## src/hw/rtl/slbf_pkg.sv

```systemverilog
// Shared constants and types of the SYN/SYN/count byte framer.
package slbf_pkg;

  localparam int unsigned MAX_PAYLOAD_DEF = 32;
  localparam int unsigned LIMIT_W = 6;
  localparam logic [LIMIT_W-1:0] LIMIT_RESET = 6'd32;
  localparam logic [7:0] SYN_BYTE = 8'h16;

  // Status of the frame queue as seen by the front and back parts.
  typedef struct packed {
    logic full;
    logic empty;
    logic wr_bank;
    logic rd_bank;
  } q_status_t;

  typedef enum logic [2:0] {
    BK_IDLE,
    BK_SYN1,
    BK_SYN2,
    BK_COUNT,
    BK_DATA_RD,
    BK_DATA_WAIT
  } back_state_t;

endpackage

```

## src/hw/rtl/syn_length_byte_framer.sv

```systemverilog
// Top level of the SYN/SYN/byte-count framer.
//
// The input side is a queue: a payload beat (data_byte, end_of_message) is
// taken at a rising edge with push high and full low. One beat is taken per
// cycle while full stays low. The front part writes each beat into one bank
// of a two-bank payload RAM and closes the frame when the fill reaches the
// payload limit or when end_of_message is set; a closed frame enters a
// two-entry frame queue, so a new frame fills the other bank while the old
// one drains. full rises only when both banks hold frames not yet sent.
// The result side is a queue too: out_byte and frame_end are valid while
// empty is low and are taken at a rising edge with pop high. Each frame
// leaves as SYN, SYN, the count byte and then the payload, with frame_end
// on the final payload beat. Header beats leave one per cycle while pop is
// high; each payload beat passes the registered RAM read before it reaches
// the output register. A queued frame takes the back part out of BK_IDLE
// to load the SYNs. When the receiver holds pop low the output register keeps
// its beat, the back part waits, and input is stalled only once both banks
// are full. Reset (rst, synchronous) empties the frame queue and the output
// register, clears the fill and sets the limit to 32; cfg_we writes cfg_data.
module syn_length_byte_framer #(
  parameter int unsigned MAX_PAYLOAD = slbf_pkg::MAX_PAYLOAD_DEF
) (
  input  logic                         clk,
  input  logic                         rst,
  input  logic                         push,
  output logic                         full,
  input  logic [7:0]                   data_byte,
  input  logic                         end_of_message,
  output logic                         empty,
  input  logic                         pop,
  output logic [7:0]                   out_byte,
  output logic                         frame_end,
  input  logic                         cfg_we,
  input  logic [slbf_pkg::LIMIT_W-1:0] cfg_data
);

  // Count width holds the full payload count; the RAM holds two banks.
  localparam int unsigned CW = $clog2(MAX_PAYLOAD + 1);
  localparam int unsigned AW = $clog2(2 * MAX_PAYLOAD);

  slbf_pkg::q_status_t q_status;
  logic                q_push;
  logic [CW-1:0]       q_count;
  logic                q_pop;
  logic [CW-1:0]       head_count;
  logic                ram_we;
  logic [AW-1:0]       ram_waddr;
  logic [7:0]          ram_wdata;
  logic                ram_re;
  logic [AW-1:0]       ram_raddr;
  logic [7:0]          ram_rdata;

  slbf_front #(
    .MAX_PAYLOAD (MAX_PAYLOAD),
    .CW          (CW),
    .AW          (AW)
  ) u_front (
    .clk            (clk),
    .rst            (rst),
    .push           (push),
    .data_byte      (data_byte),
    .end_of_message (end_of_message),
    .full           (full),
    .cfg_we         (cfg_we),
    .cfg_data       (cfg_data),
    .q_status       (q_status),
    .q_push         (q_push),
    .q_count        (q_count),
    .ram_we         (ram_we),
    .ram_waddr      (ram_waddr),
    .ram_wdata      (ram_wdata)
  );

  // Each queue entry owns the RAM bank named by its pointer.
  slbf_frame_queue #(
    .CW (CW)
  ) u_queue (
    .clk        (clk),
    .rst        (rst),
    .push       (q_push),
    .push_count (q_count),
    .pop        (q_pop),
    .head_count (head_count),
    .status     (q_status)
  );

  slbf_ram #(
    .WIDTH (8),
    .DEPTH (2 * MAX_PAYLOAD)
  ) u_ram (
    .clk   (clk),
    .we    (ram_we),
    .waddr (ram_waddr),
    .wdata (ram_wdata),
    .re    (ram_re),
    .raddr (ram_raddr),
    .rdata (ram_rdata)
  );

  slbf_back #(
    .MAX_PAYLOAD (MAX_PAYLOAD),
    .CW          (CW),
    .AW          (AW)
  ) u_back (
    .clk        (clk),
    .rst        (rst),
    .q_status   (q_status),
    .head_count (head_count),
    .q_pop      (q_pop),
    .ram_re     (ram_re),
    .ram_raddr  (ram_raddr),
    .ram_rdata  (ram_rdata),
    .empty      (empty),
    .pop        (pop),
    .out_byte   (out_byte),
    .frame_end  (frame_end)
  );

endmodule

```

## src/hw/rtl/slbf_ram.sv

```systemverilog
// Generic simple dual-port RAM with one write port and a registered read port.
module slbf_ram #(
  parameter int unsigned WIDTH = 8,
  parameter int unsigned DEPTH = 64
) (
  input  logic                     clk,
  input  logic                     we,
  input  logic [$clog2(DEPTH)-1:0] waddr,
  input  logic [WIDTH-1:0]         wdata,
  input  logic                     re,
  input  logic [$clog2(DEPTH)-1:0] raddr,
  output logic [WIDTH-1:0]         rdata
);

  logic [WIDTH-1:0] mem [DEPTH];

  always_ff @(posedge clk) begin
    if (we) begin
      mem[waddr] <= wdata;
    end
    if (re) begin
      rdata <= mem[raddr];
    end
  end

endmodule

```

## src/hw/rtl/slbf_frame_queue.sv

```systemverilog
// Two-entry queue of closed frames; each entry owns one bank of the payload RAM.
module slbf_frame_queue #(
  parameter int unsigned CW = 6
) (
  input  logic                clk,
  input  logic                rst,
  input  logic                push,
  input  logic [CW-1:0]       push_count,
  input  logic                pop,
  output logic [CW-1:0]       head_count,
  output slbf_pkg::q_status_t status
);

  logic [CW-1:0] count_q [2];
  logic          wr_ptr;
  logic          rd_ptr;
  logic [1:0]    level;

  always_ff @(posedge clk) begin
    if (rst) begin
      wr_ptr <= 1'b0;
      rd_ptr <= 1'b0;
      level  <= 2'd0;
    end else begin
      if (push) begin
        wr_ptr <= ~wr_ptr;
      end
      if (pop) begin
        rd_ptr <= ~rd_ptr;
      end
      if (push && !pop) begin
        level <= level + 2'd1;
      end else if (pop && !push) begin
        level <= level - 2'd1;
      end
    end
  end

  always_ff @(posedge clk) begin
    if (push) begin
      count_q[wr_ptr] <= push_count;
    end
  end

  assign head_count     = count_q[rd_ptr];
  assign status.full    = (level == 2'd2);
  assign status.empty   = (level == 2'd0);
  assign status.wr_bank = wr_ptr;
  assign status.rd_bank = rd_ptr;

endmodule

```

## src/hw/rtl/slbf_front.sv

```systemverilog
// Front part: holds the limit register, stores payload beats and closes frames.
module slbf_front #(
  parameter int unsigned MAX_PAYLOAD = slbf_pkg::MAX_PAYLOAD_DEF,
  parameter int unsigned CW = $clog2(MAX_PAYLOAD + 1),
  parameter int unsigned AW = $clog2(2 * MAX_PAYLOAD)
) (
  input  logic                         clk,
  input  logic                         rst,
  input  logic                         push,
  input  logic [7:0]                   data_byte,
  input  logic                         end_of_message,
  output logic                         full,
  input  logic                         cfg_we,
  input  logic [slbf_pkg::LIMIT_W-1:0] cfg_data,
  input  slbf_pkg::q_status_t          q_status,
  output logic                         q_push,
  output logic [CW-1:0]                q_count,
  output logic                         ram_we,
  output logic [AW-1:0]                ram_waddr,
  output logic [7:0]                   ram_wdata
);

  localparam int unsigned LW = (CW > slbf_pkg::LIMIT_W) ? CW : slbf_pkg::LIMIT_W;

  logic [slbf_pkg::LIMIT_W-1:0] payload_limit;
  logic [CW-1:0]                fill;
  logic [CW-1:0]                fill_next;
  logic [LW-1:0]                eff_limit;
  logic                         accept;
  logic                         close;

  always_ff @(posedge clk) begin
    if (rst) begin
      payload_limit <= slbf_pkg::LIMIT_RESET;
    end else if (cfg_we) begin
      payload_limit <= cfg_data;
    end
  end

  // A limit of zero behaves as one, a limit above the capacity as the capacity.
  always_comb begin
    eff_limit = LW'(payload_limit);
    if (eff_limit == '0) begin
      eff_limit = LW'(1);
    end
    if (eff_limit > LW'(MAX_PAYLOAD)) begin
      eff_limit = LW'(MAX_PAYLOAD);
    end
  end

  assign full      = q_status.full;
  assign accept    = push && !q_status.full;
  assign fill_next = fill + CW'(1);
  assign close     = accept && (end_of_message || (LW'(fill_next) >= eff_limit));

  assign ram_we    = accept;
  assign ram_wdata = data_byte;
  assign ram_waddr = q_status.wr_bank ? (AW'(MAX_PAYLOAD) + AW'(fill)) : AW'(fill);

  assign q_push  = close;
  assign q_count = fill_next;

  always_ff @(posedge clk) begin
    if (rst) begin
      fill <= '0;
    end else if (close) begin
      fill <= '0;
    end else if (accept) begin
      fill <= fill_next;
    end
  end

endmodule

```

## src/hw/rtl/slbf_back.sv

```systemverilog
// Back part: sequences the header and payload beats of a frame into the output register.
module slbf_back #(
  parameter int unsigned MAX_PAYLOAD = slbf_pkg::MAX_PAYLOAD_DEF,
  parameter int unsigned CW = $clog2(MAX_PAYLOAD + 1),
  parameter int unsigned AW = $clog2(2 * MAX_PAYLOAD)
) (
  input  logic                clk,
  input  logic                rst,
  input  slbf_pkg::q_status_t q_status,
  input  logic [CW-1:0]       head_count,
  output logic                q_pop,
  output logic                ram_re,
  output logic [AW-1:0]       ram_raddr,
  input  logic [7:0]          ram_rdata,
  output logic                empty,
  input  logic                pop,
  output logic [7:0]          out_byte,
  output logic                frame_end
);

  slbf_pkg::back_state_t state;
  slbf_pkg::back_state_t state_next;

  logic [CW-1:0] idx;
  logic [CW-1:0] idx_next;
  logic          ovalid;
  logic          load;
  logic [7:0]    load_byte;
  logic          load_end;
  logic          free;
  logic          last_beat;

  assign free      = !ovalid || pop;
  assign last_beat = ((idx + CW'(1)) == head_count);
  assign ram_raddr = q_status.rd_bank ? (AW'(MAX_PAYLOAD) + AW'(idx)) : AW'(idx);

  always_ff @(posedge clk) begin
    if (rst) begin
      state <= slbf_pkg::BK_IDLE;
    end else begin
      state <= state_next;
    end
  end

  always_comb begin
    state_next = state;
    idx_next   = idx;
    load       = 1'b0;
    load_byte  = slbf_pkg::SYN_BYTE;
    load_end   = 1'b0;
    ram_re     = 1'b0;
    q_pop      = 1'b0;
    case (state)
      slbf_pkg::BK_IDLE: begin
        idx_next = '0;
        if (!q_status.empty) begin
          state_next = slbf_pkg::BK_SYN1;
        end
      end
      slbf_pkg::BK_SYN1: begin
        if (free) begin
          load       = 1'b1;
          state_next = slbf_pkg::BK_SYN2;
        end
      end
      slbf_pkg::BK_SYN2: begin
        if (free) begin
          load       = 1'b1;
          state_next = slbf_pkg::BK_COUNT;
        end
      end
      slbf_pkg::BK_COUNT: begin
        if (free) begin
          load       = 1'b1;
          load_byte  = 8'(head_count);
          state_next = slbf_pkg::BK_DATA_RD;
        end
      end
      slbf_pkg::BK_DATA_RD: begin
        ram_re     = 1'b1;
        state_next = slbf_pkg::BK_DATA_WAIT;
      end
      slbf_pkg::BK_DATA_WAIT: begin
        if (free) begin
          load      = 1'b1;
          load_byte = ram_rdata;
          load_end  = last_beat;
          if (last_beat) begin
            q_pop      = 1'b1;
            state_next = slbf_pkg::BK_IDLE;
          end else begin
            idx_next   = idx + CW'(1);
            state_next = slbf_pkg::BK_DATA_RD;
          end
        end
      end
      default: begin
        state_next = slbf_pkg::BK_IDLE;
      end
    endcase
  end

  always_ff @(posedge clk) begin
    idx <= idx_next;
    if (load) begin
      out_byte  <= load_byte;
      frame_end <= load_end;
    end
  end

  always_ff @(posedge clk) begin
    if (rst) begin
      ovalid <= 1'b0;
    end else if (load) begin
      ovalid <= 1'b1;
    end else if (pop) begin
      ovalid <= 1'b0;
    end
  end

  assign empty = !ovalid;

endmodule

```

## config.mk

```make
export PLATFORM = sky130hd
export DESIGN_NAME = syn_length_byte_framer
export DESIGN_NICKNAME = d
export VERILOG_FILES = /design/src/hw/rtl/slbf_pkg.sv /design/src/hw/rtl/syn_length_byte_framer.sv /design/src/hw/rtl/slbf_ram.sv /design/src/hw/rtl/slbf_frame_queue.sv /design/src/hw/rtl/slbf_front.sv /design/src/hw/rtl/slbf_back.sv
export SDC_FILE = /design/constraint.sdc
export NUM_CORES = 1
export LEC_CHECK = 0
export ABC_AREA = 1
export BUFFER_PORTS_ARGS = -buffer_cell sky130_fd_sc_hd__buf_4
export CAP_MARGIN = 20
export CELL_PAD_IN_SITES_DETAIL_PLACEMENT = 0
export CELL_PAD_IN_SITES_GLOBAL_PLACEMENT = 1
export CORE_MARGIN = 10
export CORE_UTILIZATION = 46
export DETAILED_ROUTE_END_ITERATION = 12
export GPL_ROUTABILITY_DRIVEN = 1
export PLACE_DENSITY_LB_ADDON = 0.1
export SLEW_MARGIN = 40
export SYNTH_ARGS = -nofsm -noshare
export SYNTH_HDL_FRONTEND = slang
export SYNTH_SLANG_ARGS = --single-unit
```

## constraint.sdc

```tcl
create_clock -name clk -period 2.9 [get_ports clk]
set_input_delay 0.29 -clock clk [delete_from_list [all_inputs] [get_ports clk]]
set_output_delay 0.29 -clock clk [all_outputs]
set_load 0.005 [all_outputs]
```

==> impl_metrics.ini, run 1 <==
[timing]
slew_headroom = 0.462
timing.final.crit_share = 0.915
tightest_slew_ns = 0.808
worst_slack_ns = 0.245
fin_hold_ws_ns = 0.0608
rsz0062_at_grt = false
fin_tns_setup_ns = 0
finalClockSkew_ns = 0.0176
fmax_mhz = 377
period_needed_ns = 2.65
maxSlewViolCount = 0
hold_viol = 0
final-setup-viol-count = 0

[synthesis]
ys_seq_area_frac = 0.723
syn_nets = 1940
syn_inst = 1911
synth_seq_cells = 568
ys_types = 36
async_reset_ff_frac = 0
yosysWarnings = 0
ys_dominant_reg_cell = edfxtp_1
synth_edf_count = 547
syn_avg_cell_area_um2 = 12.2
syn-cell-area_um2 = 23300

[die]
die_h_um = 245
rows = 82
initial_utilization = 0.465
ioPinCount = 31
fp.dieW_um = 245
die-area_um2 = 60100
coreArea_um2 = 50200

[finish]
post-route-util = 0.531
final_nets = 2046
fillers = 4405
synthToLayoutAreaGrowth_pct = 14.2
final_layout_size_suffix_gt1_frac = 0.109
final_cell_mix = edfxtp_1 (547), nand2_1 (363), nor2_1 (297)
final_common_cell = edfxtp_1
final_area_um2 = 26600
fin_cells = 2736
multi_input_area_um2 = 5700
seqCellArea_um2 = 16800

[global_routing]
grt_usage = 0.194
grt_pass1_wl_um = 88700
grt_max_degree = 90
grt_overflow = 0
grt_pass1_vias = 14388
antenna_found_initial = 2

[clocking]
cts_htree_levels = 2
root_buffer = clkbuf_16
cts.sinks = 568
path_clk_slew_ns = 0.06
clk_latency_ns = 0.62
cts_tree = done
cts_buffers = 58
post_cts_buffers = 0
clockBufferDepth = 3

[flow_run]
cap_violations = 0

[setup_path]
r2r_cells = 16
worstSetupStartpointType = flip-flop
criticalPathCategory = flip-flop to flip-flop
rr_startpoint = u_front.fill[0]
worstPathRequired_ns = 3.41
cp_data_arrival_time_ns = 3.17
cp-end-kind = flip-flop
critPathLaunch = u_front.fill[0]
crit_fanout = 7

[power_and_ir_drop]
clkPwrFrac = 0.302
switching_share = 0.345
power.internal_mw = 15.5
vdd_drop_max_mv = 0.586
power_mw = 23.7
p_per_area_nw_per_um2 = 890
leakage_nw = 9.35
seqPwrFrac = 0.399
switching_power_mw = 8.17
p_comb_frac = 0.299

[route]
drc = 0
vias = 14656
dr.pass1.iters = 5
drtIter0Drc = 1141
ant_nets = 0
drt-wirelength-per-cell_um = 21.5
via_per_inst = 5.36
drt_wl_total_um = 58800

[place]
place_ws_ns = 0.123
dp.cells = 2614
port_buffers = 30
gp_congestion = 0.799
dp_hpwl_um = 35000
dpl-instance-area_um2 = 24600

[outcome]
outcome = complete, no violations

[hold_path]
hp-class = input pin to flip-flop
hp-start = data_byte[7]
hold_depth = 1
-- metal layers --
| layer | track usage | share of wire |
|---|---|---|
| met1 | 0.270 | 0.45 |
| met2 | 0.308 | 0.47 |
| met3 | 0.0293 | 0.055 |
| met4 | 0.0661 | 0.025 |
| met5 | 0 | 0 |
-- worst max-delay path, stage by stage, from the launching register on --
cell	delay, ns
dfxtp_1	0.31
buf_4	0.16
ha_1	0.22
nand3_1	0.12
xor2_2	0.23
ha_1	0.27
nand2_1	0.08
inv_1	0.05
o211ai_1	0.10
nand4_1	0.13
nand2_2	0.09
inv_1	0.06
ha_1	0.32
a21oi_1	0.11
o21ai_0	0.11
o21ai_0	0.15
a21oi_1	0.05
-- final timing paths --
check	to	slack, ns
hold / removal	u_ram.mem[30][7]	0.06
setup / recovery	u_queue.level[1]	0.25
setup reg to reg	u_queue.level[1]	0.25
hold reg to reg	u_front.fill[5]	0.51
-- sequential cells by signal, summed over array words and instances (netlist names), 2 cells and up, named ones only --
signal                 flops
u_back.out_byte            8
u_ram.rdata                8
u_front.fill               6
u_back.idx                 6
u_ram.mem                512
u_queue.level              2
u_queue.count_q           12
u_front.payload_limit      6
u_back.state               3
-- Yosys cell counts (28+ instances only) --
cell type	number	area, um2
a21oi_1	81	405
buf_2	38	190
clkbuf_1	28	105
edfxtp_1	547	16400
inv_1	47	176
mux2i_1	64	641
nand2_1	365	1370
nand3_1	59	295
nor2_1	299	1120
o21ai_0	193	966
o21ai_1	29	145
o22ai_1	64	400
-- repair_timing --
item,in CTS,in global routing
endpoints found under the hold margin,11,0
hold buffers,14,0
gates resized for setup,0,5
endpoints found under the setup margin,0,1
-- power by group through the flow --
stage                     logic (mW)  registers, mW  clock network (mW)
after floorplan                 4.71           9.56                   0
after global placement          7.03           9.62                   0
after detailed placement        7.05           9.63                   0
after CTS                       7.09           9.46                7.34
after global routing            7.83           9.48                7.66
final                           7.08           9.46                7.15
-- cell type report --
| cell class | instances | share of cell area |
|---|---|---|
| flip-flops and latches | 568 | 0.633 |
| multi-input cells | 1191 | 0.214 |
| repair buffers | 142 | 0.0456 |
| clock inverters | 36 | 0.0117 |
| diodes | 1 | 0.0000940 |
| inverters | 56 | 0.00808 |
| clock buffers | 70 | 0.0562 |
| well taps | 672 | 0.0316 |
-- logic make-up (layout without fill, tap and decap cells) --
logic type / count (synthesis) / count (layout) / synth area share
AO/OA/AOI/OAI: 376 / 376 / 0.0851
multiplexers: 64 / 64 / 0.0275
XOR/XNOR: 6 / 6 / 0.00225
other: 0 / 1 / 0
buffers and inverters: 152 / 304 / 0.0340
AND/OR/NAND/NOR: 736 / 736 / 0.124
adder cells (fa/ha/maj): 9 / 9 / 0.00483
flip-flops: 568 / 568 / 0.723
Note: power is estimated with default switching activity, not from simulation.
==> run 2: changes to the inputs <==
--- a/config.mk
+++ b/config.mk
@@ -18,4 +18,5 @@
 export SLEW_MARGIN = 40
 export SYNTH_ARGS = -nofsm -noshare
 export SYNTH_HDL_FRONTEND = slang
+export SYNTH_HIERARCHICAL = 1
 export SYNTH_SLANG_ARGS = --single-unit
==> impl_metrics.ini, run 2 <==
[finish]
final_common_cell = nand2_1
fillers = 4559
largest-register = u_ram/mem
largest_reg_flops = 512
final_layout_size_suffix_gt1_frac = 0.107
final_cell_mix = nand2_1 (712), edfxtp_1 (547), nand3_1 (450)
antenna_cells = 0
final_nets = 2225
top_regs = u_ram/mem x512, u_queue/count_q x12
synthToLayoutAreaGrowth_pct = 12.3
post-route-util = 0.525

[timing]
worst_slack_ns = 0.377
fmax_mhz = 396
period_needed_ns = 2.52
tightest_slew_ns = 0.834
finalClockSkew_ns = 0.0363
hold_viol = 0
final-setup-viol-count = 0
slew_headroom = 0.442
maxSlewViolCount = 0
timing.final.crit_share = 0.870
rsz0062_at_grt = false
fin_hold_ws_ns = 0.123
fin_tns_setup_ns = 0

[place]
dp_hpwl_um = 35800
port_buffers = 30
place_ws_ns = 0.390
gp_congestion = 0.836

[clocking]
path_clk_slew_ns = 0.06
cts_buffers = 60
cts_tree = done
clockBufferDepth = 3
cts_htree_levels = 2
clk_latency_ns = 0.64
root_buffer = clkbuf_16
cts.sinks = 568
post_cts_buffers = 0

[global_routing]
grt_max_degree = 95
grt_usage = 0.195
grt_pass1_wl_um = 94000
grt_overflow = 0
grt_pass1_vias = 15044
antenna_found_initial = 0

[power_and_ir_drop]
vdd_drop_max_mv = 0.500
p_comb_frac = 0.292
switching_power_mw = 8.19
leakage_nw = 9.97
power.internal_mw = 15.7
seqPwrFrac = 0.392
p_per_area_nw_per_um2 = 881
switching_share = 0.343
clkPwrFrac = 0.316

[setup_path]
criticalPathCategory = flip-flop to flip-flop
cp_data_arrival_time_ns = 2.76
rr_startpoint = u_front/fill[3]
crit_fanout = 10
critPathLaunch = u_front/fill[3]
cp-end-kind = flip-flop
worstPathRequired_ns = 3.14
worstSetupStartpointType = flip-flop

[synthesis]
syn_nets = 2164
syn-cell-area_um2 = 24100
yosysWarnings = 6
synth_top_cell_area_share = 0.681
netlist_top_cells_count = nand2_1 (712), edfxtp_1 (547), nand3_1 (450)
synth_seq_cells = 568
synth.largest_area_cell = edfxtp_1
async_reset_ff_frac = 0
synth.most_common_cell = nand2_1
ys_dominant_reg_cell = edfxtp_1
synthTopCellsByArea = edfxtp_1 (68%), nand2_1 (11%), nand3_1 (9.3%)
ys_seq_area_frac = 0.698
synth_edf_count = 547
ys_types = 37
syn_inst = 2135
syn_avg_cell_area_um2 = 11.3

[die]
initial_utilization = 0.467
coreArea_um2 = 51600
rows = 83
ioPinCount = 31
die-area_um2 = 62000
die_h_um = 249
fp.dieW_um = 249

[route]
drc = 0
drt_wl_total_um = 62100
drtIter0Drc = 1463
dr.pass1.iters = 5
drt-wirelength-per-cell_um = 21.2
via_per_inst = 5.40
ant_nets = 0
vias = 15793

[hold_path]
hp-start = pop
hp-class = input pin to flip-flop

[flow_run]
cap_violations = 0

[outcome]
outcome = complete, no violations
-- run 2: final timing paths --
| path | end | slack (ns) | cells past startpoint |
|---|---|---|---|
| setup / recovery | u_queue/count_q[0][2] | 0.38 | 14 |
| hold / removal | u_back/ovalid | 0.12 | 4 |
| setup reg to reg | u_queue/count_q[0][2] | 0.38 | 14 |
| hold reg to reg | u_back/state[0] | 0.51 | 2 |
-- run 2: worst max-delay path: stages, from the launching register on --
cell	delay (ns)
dfxtp_1	0.51
nand2_1	0.11
nor2_2	0.11
nand2_1	0.06
nand2_1	0.07
nand2_2	0.08
ha_1	0.30
nand2_1	0.07
nor2_1	0.10
nand2_1	0.06
nand2_1	0.05
nand2_1	0.06
inv_1	0.11
inv_1	0.05
nor2_1	0.41
-- run 2: repair_timing --
item,4_1_cts,5_1_grt
hold endpoints to repair,13,0
endpoints found under the setup margin,0,0
gates resized for setup,0,0
hold buffers,14,0
-- run 2: cell families (layout without fill, tap and decap cells) --
kind of cell | after synthesis | count (layout) | share of synthesized area
flops | 568 | 568 | 0.698
simple gates | 1308 | 1308 | 0.232
xor+xnor | 6 | 6 | 0.00218
fa+ha+maj | 9 | 9 | 0.00467
mux | 6 | 6 | 0.00280
buf+inv | 203 | 313 | 0.0512
compound gates | 35 | 35 | 0.00835
-- run 2: per-layer routing --
layer  vias to the layer above  global-route usage  wire, um
li1                       7527                   -         -
met1                      7746               0.283     29000
met2                       423               0.298     28000
met3                        97              0.0326      3450
met4                         0              0.0561      1560
met5                         -                   0         0
-- run 2: area by class of cell --
class                      count  area (um2)  area share
multi-input combinational   1364        6040       0.223
sequential                   568       16800       0.622
clock buffer                  88        1720      0.0634
timing repair buffer         135        1170      0.0431
clock inverter                23         215     0.00794
inverter                      67         259     0.00956
tap                          680         851      0.0314
-- run 2: power groups by stage --
stage	clock (mW)	sequential, mW	combinational (mW)
after floorplan	0	9.50	5.05
after global placement	0	9.53	6.91
after detailed placement	0	9.54	6.93
after CTS	7.69	9.37	6.98
after global routing	8.01	9.39	7.72
final	7.53	9.37	6.97
-- run 2: stage by stage --
step | std cells | power (mW) | area, um2
2_1_floorplan | 2135 | 14.5 | 24100
3_3_place_gp | 2800 | 16.4 | 25000
3_5_place_dp | 2800 | 16.5 | 25000
4_1_cts | 2925 | 24.0 | 27100
5_1_grt | 2925 | 25.1 | 27100
6_report | 2925 | 23.9 | 27100
